===== src/hdl/upd_pkg.sv =====
`timescale 1ns / 1ps
// ----------------------------------------------------------------------------
// upd_pkg: shared types and helpers for the URL percent decoder
// Beat payloads, the decode job passed from front to back, and the
// character classification functions.
// ----------------------------------------------------------------------------
package upd_pkg;

  localparam logic [7:0] CH_PLUS    = 8'h2B;
  localparam logic [7:0] CH_PERCENT = 8'h25;
  localparam logic [7:0] CH_SPACE   = 8'h20;

  typedef struct packed {
    logic [7:0] in_byte;
    logic       in_end;
  } in_item_t;

  typedef struct packed {
    logic [7:0] out_byte;
    logic       out_run_last;
    logic       out_string_end;
  } out_item_t;

  // One decoded input: up to three bytes, emitted from slot 0 upward.
  typedef struct packed {
    logic [2:0][7:0] data;
    logic [1:0]      count;
    logic            str_end;
  } job_t;

  function automatic logic is_hex(input logic [7:0] c);
    return (c >= 8'd48 && c <= 8'd57) || (c >= 8'd97 && c <= 8'd102) ||
           (c >= 8'd65 && c <= 8'd70);
  endfunction

  function automatic logic [3:0] hex_nibble(input logic [7:0] c);
    logic [7:0] v;
    if (c >= 8'd48 && c <= 8'd57) begin
      v = c - 8'd48;
    end else if (c >= 8'd97 && c <= 8'd102) begin
      v = c - 8'd87;
    end else if (c >= 8'd65 && c <= 8'd70) begin
      v = c - 8'd55;
    end else begin
      v = 8'd0;
    end
    return v[3:0];
  endfunction

  function automatic logic is_allowed(input logic [7:0] h);
    return (h >= 8'd48 && h <= 8'd57) || (h >= 8'd97 && h <= 8'd122) ||
           (h >= 8'd65 && h <= 8'd90) || h == 8'h21 || h == 8'h24 ||
           (h >= 8'h26 && h <= 8'h2B) || h == 8'h2D || h == 8'h2E ||
           h == 8'h3B || h == 8'h3F || h == 8'h40 || h == 8'h5F;
  endfunction

endpackage


===== src/hdl/upd_front.sv =====
`timescale 1ns / 1ps
// ----------------------------------------------------------------------------
// upd_front: input classification
// Tracks the pending '%' and hex digit and turns each accepted byte into a
// job of zero to three output bytes.
// ----------------------------------------------------------------------------
module upd_front (
  input  logic            clk,
  input  logic            rst,
  input  logic            accept,
  input  upd_pkg::in_item_t item,
  output logic            job_valid,
  output upd_pkg::job_t   job
);
  import upd_pkg::*;

  logic [1:0] pend_count;
  logic [1:0] pend_count_next;
  logic [7:0] pend_digit;
  logic [7:0] pend_digit_next;

  logic       b_hex;
  logic [7:0] decoded;
  logic [1:0] pre;
  logic       do_plain;
  logic       plain_emit;
  logic [7:0] plain_byte;

  assign b_hex   = is_hex(item.in_byte);
  assign decoded = {hex_nibble(pend_digit), hex_nibble(item.in_byte)};

  always_comb begin
    pend_count_next = 2'd0;
    pend_digit_next = 8'd0;
    pre             = 2'd0;
    do_plain        = 1'b0;
    plain_emit      = 1'b0;
    plain_byte      = item.in_byte;
    job             = '0;
    job.str_end     = item.in_end;

    unique case (pend_count)
      2'd1: begin
        if (b_hex && !item.in_end) begin
          pend_count_next = 2'd2;
          pend_digit_next = item.in_byte;
        end else begin
          pre      = 2'd1;
          do_plain = 1'b1;
        end
      end
      2'd2: begin
        if (b_hex) begin
          if (is_allowed(decoded)) begin
            job.data[0] = decoded;
            job.count   = 2'd1;
          end else begin
            job.data[0] = CH_PERCENT;
            job.data[1] = pend_digit;
            job.data[2] = item.in_byte;
            job.count   = 2'd3;
          end
        end else begin
          pre      = 2'd2;
          do_plain = 1'b1;
        end
      end
      default: begin
        do_plain = 1'b1;
      end
    endcase

    if (do_plain) begin
      priority if (item.in_byte == CH_PLUS) begin
        plain_emit = 1'b1;
        plain_byte = CH_SPACE;
      end else if (item.in_byte == CH_PERCENT) begin
        if (item.in_end) begin
          plain_emit = 1'b1;
        end else begin
          pend_count_next = 2'd1;
        end
      end else begin
        plain_emit = 1'b1;
      end
      job.data[0] = CH_PERCENT;
      job.data[1] = pend_digit;
      job.data[pre] = plain_byte;
      job.count   = pre + {1'b0, plain_emit};
    end

    // The end of the string flushes everything that is pending.
    if (item.in_end) begin
      pend_count_next = 2'd0;
      pend_digit_next = 8'd0;
    end
  end

  assign job_valid = accept && (job.count != 2'd0);

  always_ff @(posedge clk) begin
    if (rst) begin
      pend_count <= 2'd0;
      pend_digit <= 8'd0;
    end else if (accept) begin
      pend_count <= pend_count_next;
      pend_digit <= pend_digit_next;
    end
  end

endmodule


===== src/hdl/upd_job_fifo.sv =====
`timescale 1ns / 1ps
// ----------------------------------------------------------------------------
// upd_job_fifo: job queue between front and back
// A small register queue of decode jobs with a first-word view of its head.
// ----------------------------------------------------------------------------
module upd_job_fifo #(
  parameter int DEPTH = 4
) (
  input  logic          clk,
  input  logic          rst,
  input  logic          wr_en,
  input  upd_pkg::job_t wr_job,
  input  logic          rd_en,
  output upd_pkg::job_t head,
  output logic          full,
  output logic          empty
);
  import upd_pkg::*;

  localparam int AW = (DEPTH > 1) ? $clog2(DEPTH) : 1;
  localparam int CW = $clog2(DEPTH + 1);

  job_t          store [DEPTH];
  logic [AW-1:0] wr_ptr;
  logic [AW-1:0] rd_ptr;
  logic [CW-1:0] fill;

  assign full  = (fill == CW'(DEPTH));
  assign empty = (fill == '0);
  assign head  = store[rd_ptr];

  always_ff @(posedge clk) begin
    if (wr_en) begin
      store[wr_ptr] <= wr_job;
    end
  end

  always_ff @(posedge clk) begin
    if (rst) begin
      wr_ptr <= '0;
      rd_ptr <= '0;
      fill   <= '0;
    end else begin
      if (wr_en) begin
        wr_ptr <= (wr_ptr == AW'(DEPTH - 1)) ? '0 : wr_ptr + 1'b1;
      end
      if (rd_en) begin
        rd_ptr <= (rd_ptr == AW'(DEPTH - 1)) ? '0 : rd_ptr + 1'b1;
      end
      if (wr_en && !rd_en) begin
        fill <= fill + 1'b1;
      end else if (rd_en && !wr_en) begin
        fill <= fill - 1'b1;
      end
    end
  end

endmodule


===== src/hdl/upd_back.sv =====
`timescale 1ns / 1ps
// ----------------------------------------------------------------------------
// upd_back: result serializer
// Walks the bytes of the head job and loads them one at a time into the
// output register.
// ----------------------------------------------------------------------------
module upd_back (
  input  logic                 clk,
  input  logic                 rst,
  input  upd_pkg::job_t        head,
  input  logic                 head_empty,
  output logic                 head_done,
  input  logic                 pop,
  output logic                 empty,
  output upd_pkg::out_item_t   result
);
  import upd_pkg::*;

  logic       out_valid;
  logic [1:0] slot;
  logic       load;
  logic       run_last;

  assign load      = !head_empty && (!out_valid || pop);
  assign run_last  = (slot == head.count - 2'd1);
  assign head_done = load && run_last;
  assign empty     = !out_valid;

  always_ff @(posedge clk) begin
    if (load) begin
      result.out_byte       <= head.data[slot];
      result.out_run_last   <= run_last;
      result.out_string_end <= run_last && head.str_end;
    end
  end

  always_ff @(posedge clk) begin
    if (rst) begin
      out_valid <= 1'b0;
      slot      <= 2'd0;
    end else begin
      if (load) begin
        out_valid <= 1'b1;
        slot      <= run_last ? 2'd0 : slot + 2'd1;
      end else if (pop) begin
        out_valid <= 1'b0;
      end
    end
  end

endmodule


===== src/hdl/url_percent_decoder.sv =====
`timescale 1ns / 1ps
// ----------------------------------------------------------------------------
// url_percent_decoder: streaming URL percent decoder
// Decodes '+' and whitelisted %XX escapes in a byte stream, one byte a beat.
// ----------------------------------------------------------------------------
// The decoder accepts one encoded character per beat on the input queue port
// and delivers decoded characters on the result queue port. Each input beat
// causes zero to three result beats: a '+' becomes a space, a '%' and two hex
// digits become the decoded byte when it is on the whitelist, and otherwise
// the '%' and the digits come out as typed. The last result beat of each input
// carries out_run_last, and the last result of a string also carries
// out_string_end. An input beat is taken in every cycle while the internal job
// queue (JOB_DEPTH entries) has room, so bytes that expand to one result flow
// at one beat per cycle while results are popped every cycle; the result side
// delivers one beat per cycle unless pop holds it back, so an input that
// expands into three results occupies the output side for longer and the job
// queue absorbs such bursts. Each result passes through the job queue and then
// into the output register after its input beat.
module url_percent_decoder #(
  parameter int JOB_DEPTH = 4
) (
  input  logic               clk,
  input  logic               rst,
  input  logic               push,
  output logic               full,
  input  upd_pkg::in_item_t  item,
  output logic               empty,
  input  logic               pop,
  output upd_pkg::out_item_t result
);
  import upd_pkg::*;

  logic job_valid;
  job_t job;
  job_t head;
  logic head_empty;
  logic head_done;
  logic accept;

  // Each input byte is classified in the cycle it is accepted.
  assign accept = push && !full;

  upd_front u_front (
    .clk       (clk),
    .rst       (rst),
    .accept    (accept),
    .item      (item),
    .job_valid (job_valid),
    .job       (job)
  );

  // Jobs wait here so the front and the result side stall independently.
  upd_job_fifo #(
    .DEPTH (JOB_DEPTH)
  ) u_fifo (
    .clk    (clk),
    .rst    (rst),
    .wr_en  (job_valid),
    .wr_job (job),
    .rd_en  (head_done),
    .head   (head),
    .full   (full),
    .empty  (head_empty)
  );

  // The back end emits one byte of the head job per cycle while its output register is empty or popped.
  upd_back u_back (
    .clk        (clk),
    .rst        (rst),
    .head       (head),
    .head_empty (head_empty),
    .head_done  (head_done),
    .pop        (pop),
    .empty      (empty),
    .result     (result)
  );

endmodule

===== config.mk =====
export PLATFORM = sky130hd
export DESIGN_NAME = url_percent_decoder
export DESIGN_NICKNAME = d
export VERILOG_FILES = /design/src/hdl/upd_pkg.sv /design/src/hdl/upd_front.sv /design/src/hdl/upd_job_fifo.sv /design/src/hdl/upd_back.sv /design/src/hdl/url_percent_decoder.sv
export SDC_FILE = /design/constraint.sdc
export NUM_CORES = 1
export LEC_CHECK = 0
export BUFFER_PORTS_ARGS = -buffer_cell sky130_fd_sc_hd__buf_2
export CORE_AREA = 2 2 154 156
export CTS_CLUSTER_DIAMETER = 30
export DETAILED_ROUTE_END_ITERATION = 12
export DIE_AREA = 0 0 156 158
export PLACE_DENSITY = 0.49
export REMOVE_ABC_BUFFERS = 1
export SLEW_MARGIN = 25
export SYNTH_ARGS = -nofsm -noshare
export SYNTH_HDL_FRONTEND = slang
export SYNTH_SLANG_ARGS = --single-unit

===== constraint.sdc =====
create_clock -name clk -period 5.8 [get_ports clk]
set_input_delay 0.29 -clock clk [delete_from_list [all_inputs] [get_ports clk]]
set_output_delay 0.29 -clock clk [all_outputs]
set_load 0.01 [all_outputs]

==> impl_metrics.env, run 1 <==
export IMPL_vias=4069
export IMPL_worst_slew_pin_slew_ns=0.987
export IMPL_cts_root_buffer="clkbuf_16"
export IMPL_drt_antenna_violating_nets=0
export IMPL_setup_viol=0
export IMPL_core_sq_um=23100
export IMPL_required_ns=6.14
export IMPL_htree_levels=4
export IMPL_cts_hold_buf=0
export IMPL_comb_power_share=0.201
export IMPL_period_needed_ns=4.16
export IMPL_die_area_sq_um=24600
export IMPL_wl_per_cell_microns=18.9
export IMPL_synth_edf_count=118
export IMPL_grt_pass1_vias=4043
export IMPL_power_w=0.00298
export IMPL_p_seq_frac=0.441
export IMPL_cap_violations=0
export IMPL_synth_seq_cells=140
export IMPL_setup_tns_ns=0
export IMPL_skew_ns=0.0138
export IMPL_port_buffers=24
export IMPL_arrival_ns=4.49
export IMPL_hpwl_microns=10500
export IMPL_grt_use_total=0.129
export IMPL_io_pins=25
export IMPL_place_congestion=0.867
export IMPL_holdCritPathClass="primary input to flop"
export IMPL_die_width_microns=156
export IMPL_cp_max_fo=12
export IMPL_synthFlopType="edfxtp_1"
export IMPL_status="finished, final reports clean"
export IMPL_initial_core_util=0.284
export IMPL_grt_setup_unrepaired="false"
export IMPL_drtPass1Iterations=5
export IMPL_min_period_over_period=0.717
export IMPL_cts_made_buffers=17
export IMPL_whs_ns=0.147
export IMPL_power_switching_w=0.000800
export IMPL_async_flop_share=0
export IMPL_drive_gt1_frac=0.188
export IMPL_fp_dieH_microns=158
export IMPL_p_leak_nw=2.50
export IMPL_drt_initial_drc_count=314
export IMPL_num_rows=56
export IMPL_grt_pass1_wl_microns=23500
export IMPL_pre_cts_ws_ns=1.24
export IMPL_area_growth_pct=15.6
export IMPL_avgSynthCellArea_sq_um=13.7
export IMPL_fin_ws_ns=1.64
export IMPL_drt_total_wl_microns=15200
export IMPL_swShare=0.268
export IMPL_cts_sinks=140
export IMPL_ys_warn_count=0
export IMPL_maxSlewHeadroom=0.339
export IMPL_slew_violations=0
export IMPL_start_kind="primary input"
export IMPL_cts_clk_slew_worst_paths_ns=0.06
export IMPL_yosysSeqAreaShare=0.608
export IMPL_syn_area_sq_um=6550
export IMPL_end_kind="flop"
export IMPL_postCtsResizedCells=0
export IMPL_finalNetCount=533
export IMPL_drc=0
export IMPL_p_int_w=0.00218
export IMPL_insertion_delay_ns=0.41
export IMPL_gr_total_overflow=0
export IMPL_antenna_found_initial=0
export IMPL_n_antenna_cell=0
export IMPL_clockBufferDepth=2
export IMPL_via_per_inst=5.05
export IMPL_powerDensity_nw_per_um2=394
export IMPL_fmax_mhz=241
export IMPL_cts_tree="built"
export IMPL_grt_max_degree=28
export IMPL_synthDistinctLibCells=62
export IMPL_crit_type="primary input to flop"
export IMPL_vdd_ir_drop_max_uv=234
export IMPL_clockPowerShare=0.359
export IMPL_timing_final_hold_violations=0
export IMPL_postSynthCellCount=477
export IMPL_postCtsSetupRepairBufs=0
-- path summary, 6_finish.rpt --
check | cells past startpoint | end | slack [ns] | start
setup / recovery | 17 | u_fifo.fill[2] | 1.64 | item[2]
setup reg to reg | 8 | u_fifo.store[1][18] | 2.02 | u_front.pend_digit[3]
hold reg to reg | 2 | u_back.out_valid | 0.47 | u_back.out_valid
hold / removal | 4 | u_back.out_valid | 0.15 | pop
-- layout by cell type, fill, tap and decap left out, types with 3 or more instances in the layout --
| cell | Yosys | final |
|---|---|---|
| inv_1 | 27 | 27 |
| o21ai_0 | 16 | 16 |
| a21o_1 | 3 | 3 |
| clkinvlp_4 | 0 | 3 |
| buf_4 | 0 | 6 |
| a311oi_1 | 5 | 5 |
| nand4_1 | 5 | 5 |
| or3_1 | 5 | 5 |
| clkbuf_1 | 17 | 4 |
| nor2b_1 | 3 | 3 |
| mux2i_1 | 13 | 13 |
| a32oi_1 | 5 | 5 |
| dfxtp_1 | 22 | 21 |
| clkbuf_16 | 0 | 18 |
| clkinv_4 | 0 | 3 |
| a22oi_1 | 8 | 8 |
| o211ai_1 | 5 | 5 |
| o22ai_1 | 8 | 8 |
| nor3_1 | 17 | 17 |
| a31oi_1 | 4 | 4 |
| ha_1 | 16 | 16 |
| edfxtp_1 | 118 | 118 |
| nand3_1 | 3 | 3 |
| nor3b_1 | 4 | 4 |
| a21oi_1 | 19 | 19 |
| nand2_1 | 20 | 20 |
| o21ai_1 | 9 | 9 |
| and2_1 | 7 | 7 |
| nor2_1 | 39 | 39 |
| a32o_1 | 4 | 4 |
| mux4_2 | 27 | 27 |
| buf_2 | 0 | 24 |
-- kinds of logic (layout without fill, tap and decap cells) --
| kind of cell | Yosys count | in the layout | synth area share |
|---|---|---|---|
| flip-flops | 140 | 140 | 0.608 |
| AND/OR/NAND/NOR | 122 | 122 | 0.0988 |
| AO/OA/AOI/OAI | 104 | 104 | 0.111 |
| buffers and inverters | 51 | 90 | 0.0315 |
| multiplexers | 40 | 40 | 0.113 |
| adder cells (fa/ha/maj) | 17 | 17 | 0.0336 |
| XOR/XNOR | 3 | 3 | 0.00401 |
-- Yosys cell counts (3+ instances only) --
| cell type | n | share of area |
|---|---|---|
| a21o_1 | 3 | 0.0034 |
| a21oi_1 | 19 | 0.015 |
| a22oi_1 | 8 | 0.0092 |
| a311oi_1 | 5 | 0.0067 |
| a31oi_1 | 4 | 0.0038 |
| a32o_1 | 4 | 0.0061 |
| a32oi_1 | 5 | 0.0067 |
| and2_1 | 7 | 0.0067 |
| buf_1 | 4 | 0.0023 |
| clkbuf_1 | 17 | 0.0097 |
| dfxtp_1 | 22 | 0.067 |
| edfxtp_1 | 118 | 0.54 |
| ha_1 | 16 | 0.031 |
| inv_1 | 27 | 0.015 |
| mux2i_1 | 13 | 0.020 |
| mux4_2 | 27 | 0.093 |
| nand2_1 | 20 | 0.011 |
| nand3_1 | 3 | 0.0023 |
| nand4_1 | 5 | 0.0048 |
| nor2_1 | 39 | 0.022 |
| nor2b_1 | 3 | 0.0029 |
| nor3_1 | 17 | 0.013 |
| nor3b_1 | 4 | 0.0046 |
| o211ai_1 | 5 | 0.0057 |
| o21ai_0 | 16 | 0.012 |
| o21ai_1 | 9 | 0.0069 |
| o22ai_1 | 8 | 0.0076 |
| or3_1 | 5 | 0.0048 |
-- cell type report --
class | instances | area, sq um
inverters | 28 | 105
well taps | 290 | 363
flip-flops and latches | 140 | 3990
clock inverters | 9 | 114
fillers | 2244 | 15500
multi-input cells | 286 | 2360
repair buffers | 30 | 165
clock buffers | 23 | 479
-- sequential cells by signal, indices dropped and copies added, names as in the netlist, named ones only --
name,count
u_front.pend_digit,8
u_fifo.store,108
u_fifo.wr_ptr,2
u_back.slot,2
u_fifo.rd_ptr,2
u_front.pend_count,2
u_fifo.fill,3
u_back.out_valid,1
u_back.result,10
-- worst max-delay path, cell delays in order --
cell,delay (ns)
buf_2,0.21
inv_1,0.12
ha_1,0.22
nor3b_1,0.41
nor2_4,0.11
a21oi_2,0.53
o21ai_1,0.30
inv_2,0.16
ha_1,0.19
o32ai_1,0.11
a221oi_2,0.52
ha_1,0.27
inv_1,0.06
fa_1,0.37
xor2_1,0.18
or3_1,0.30
a21oi_1,0.14
-- through the flow --
stage / area [sq um] / utilization / std cells
after floorplan: 6450 / - / 454
after global placement: 6980 / 0.303 / 774
after detailed placement: 6980 / 0.303 / 774
after CTS: 7570 / 0.328 / 806
after global routing: 7570 / 0.328 / 806
final: 7570 / 0.328 / 806
-- power by group through the flow --
stage,Combinational (W),Clock (W),Sequential (W)
finish,0.000599,0.00107,0.00131
global route,0.000664,0.00114,0.00133
CTS,0.000614,0.00110,0.00132
detailed placement,0.000613,0,0.00134
global placement,0.000606,0,0.00133
floorplan,0.000369,0,0.00137
-- layer usage --
layer  part of all wire  vias up  wire length, microns  GRT usage
met4              0.016        0                   240     0.0441
met3              0.043       14                   649     0.0296
met1               0.47     2035                  7090      0.173
met2               0.48       92                  7230      0.207
li1                   -     1928                     -          -
met5                  0        -                     0          0
Note: power is estimated with default switching activity, not from simulation.
==> run 2, diff against run 1 <==
Settings changed: PLACE_DENSITY 0.49 to 0.5.
Clock period 5.8 ns to 3.7 ns, I/O delays scaled along.
==> impl_metrics.env, run 2 (synthesis gave the netlist of run 1 again) <==
export IMPL_htree_levels=4
export IMPL_powerDensity_nw_per_um2=622
export IMPL_die_width_microns=156
export IMPL_fmax_mhz=284
export IMPL_pre_cts_ws_ns=0.0695
export IMPL_r2r_cells=9
export IMPL_setup_tns_ns=0
export IMPL_grt_setup_unrepaired="false"
export IMPL_cts_sinks=140
export IMPL_vias=4269
export IMPL_placed_cells=799
export IMPL_cts_hold_buf=0
export IMPL_layoutNonFillerInstCount=831
export IMPL_r2r_start="u_front.pend_digit[4]"
export IMPL_insertion_delay_ns=0.41
export IMPL_power_w=0.00489
export IMPL_gr_total_overflow=0
export IMPL_required_ns=3.87
export IMPL_worst_slew_pin_slew_ns=0.568
export IMPL_hp_start="pop"
export IMPL_final_common_cell="edfxtp_1"
export IMPL_status="finished, final reports clean"
export IMPL_top_regs="u_fifo.store: 108 flops, u_back.result: 10 flops, u_front.pend_digit: 8 flops"
export IMPL_drt_total_wl_microns=15500
export IMPL_crit_type="flop to flop"
export IMPL_core_sq_um=23100
export IMPL_cts_tree="built"
export IMPL_cp_slowest_cell="or4b_1"
export IMPL_skew_ns=0.0126
export IMPL_start_kind="flop"
export IMPL_port_buffers=24
export IMPL_num_rows=56
export IMPL_hpwl_microns=10700
export IMPL_via_per_inst=5.14
export IMPL_drc=0
export IMPL_grt_pass1_vias=4376
export IMPL_area_growth_pct=20.1
export IMPL_finalNetCount=558
export IMPL_drt_initial_drc_count=363
export IMPL_mostFrequentLayoutCells="edfxtp_1 (118), nor2_1 (39), inv_1 (27), mux4_2 (27), buf_4 (27)"
export IMPL_antenna_found_initial=0
export IMPL_clockBufferDepth=2
export IMPL_end_kind="flop"
export IMPL_crit_family="simple AND/OR/NAND/NOR gates"
export IMPL_cp_max_fo=10
export IMPL_worstHoldPathCells=4
export IMPL_grt_pass1_wl_microns=24500
export IMPL_n_antenna_cell=0
export IMPL_path_buf_inv=1
export IMPL_arrival_ns=3.69
export IMPL_drt_antenna_violating_nets=0
export IMPL_drtPass1Iterations=6
export IMPL_drive_gt1_frac=0.233
export IMPL_setup_viol=0
export IMPL_place_congestion=0.857
export IMPL_fp_dieH_microns=158
export IMPL_holdPathEnd="u_back.out_valid"
export IMPL_slew_violations=0
export IMPL_vdd_ir_drop_max_uv=324
export IMPL_period_needed_ns=3.52
export IMPL_maxSlewHeadroom=0.621
export IMPL_cts_root_buffer="clkbuf_16"
export IMPL_io_pins=25
export IMPL_grt_max_degree=28
export IMPL_largest_reg_flops=108
export IMPL_min_period_over_period=0.950
export IMPL_r2r_end="u_fifo.store[3][16]"
export IMPL_cp_common_cell="a21oi_1"
export IMPL_initial_core_util=0.284
export IMPL_cts_made_buffers=17
export IMPL_holdCritPathClass="primary input to flop"
export IMPL_fin_ws_ns=0.183
export IMPL_cp_slowest_stage_delay_ns=0.60
export IMPL_grt_use_total=0.133
export IMPL_wl_per_cell_microns=18.6
export IMPL_p_leak_nw=2.67
export IMPL_crit_chain="or4b_1 -> nor3_1 -> a21oi_1 -> or3_1 -> or4_1 -> a221o_1 -> nand4_2 -> a21oi_1 -> buf_4"
export IMPL_top_register="u_fifo.store"
export IMPL_reg2reg_slack_ns=0.18
export IMPL_cap_violations=0
export IMPL_timing_final_hold_violations=0
export IMPL_die_area_sq_um=24600
export IMPL_cts_clk_slew_worst_paths_ns=0.06
-- run 2: cell types whose count changed in the layout (fill, tap and decap cells not counted), sizes merged --
cell      before  now
buf           30   55
clkbuf        23   17
bufinv         2    5
inv           28   31
clkinv         4    6
clkinvlp       3    1
-- run 2: layout make-up --
type / count / area, sq um
Timing Repair Buffer: 55 / 403
Fill cell: 2242 / 15200
Clock buffer: 17 / 425
Inverter: 28 / 105
Sequential cell: 140 / 3990
Multi-Input combinational cell: 286 / 2360
Clock inverter: 15 / 219
Tap cell: 290 / 363
-- run 2: how the worst max path moves through the flow --
stage	start	to	slack, ns	cells past startpoint
3_3_place_gp	item[1]	u_fifo.store[0][16]	0.17	13
5_1_grt	u_front.pend_digit[4]	u_fifo.store[2][16]	0.05	9
4_1_cts	u_front.pend_digit[0]	u_fifo.store[3][16]	0.20	11
2_1_floorplan	item[4]	u_fifo.fill[2]	-0.03	14
6_report	u_front.pend_digit[4]	u_fifo.store[3][16]	0.18	9
3_5_place_dp	item[1]	u_fifo.store[0][16]	0.07	13
-- run 2: through the flow --
step	hold WS [ns]	utilization	area, sq um
6_report	0.0511	0.341	7870
5_1_grt	0.0578	0.341	7870
4_1_cts	0.0241	0.341	7860
3_5_place_dp	0.468	0.313	7210
3_3_place_gp	0.456	0.313	7210
2_1_floorplan	0.254	-	6450
-- run 2: per-layer routing --
| metal | vias up | routed length, microns | global-route usage |
|---|---|---|---|
| li1 | 1982 | - | - |
| met5 | - | 0 | 0 |
| met2 | 111 | 7420 | 0.222 |
| met1 | 2151 | 7000 | 0.167 |
| met4 | 0 | 362 | 0.0498 |
| met3 | 25 | 704 | 0.0348 |
-- run 2: power breakdown --
group | switching (W) | internal [W]
registers | 0.0000686 | 0.00195
logic | 0.000576 | 0.000447
clock network | 0.000650 | 0.00120
total | 0.00129 | 0.00360
-- run 2: what timing repair did --
action,4_1_cts,5_1_grt
setup endpoints to repair,0,12
hold endpoints to repair,0,0
gates resized for setup,0,1
setup buffers,0,0
-- run 2: worst register-to-register path: stages, from the launching register on --
cell and delay (ns):
dfxtp_1 0.34, or4b_1 0.60, nor3_1 0.28, a21oi_1 0.10, or3_1 0.35, or4_1 0.40
a221o_1 0.52, nand4_2 0.28, a21oi_1 0.21, buf_4 0.20
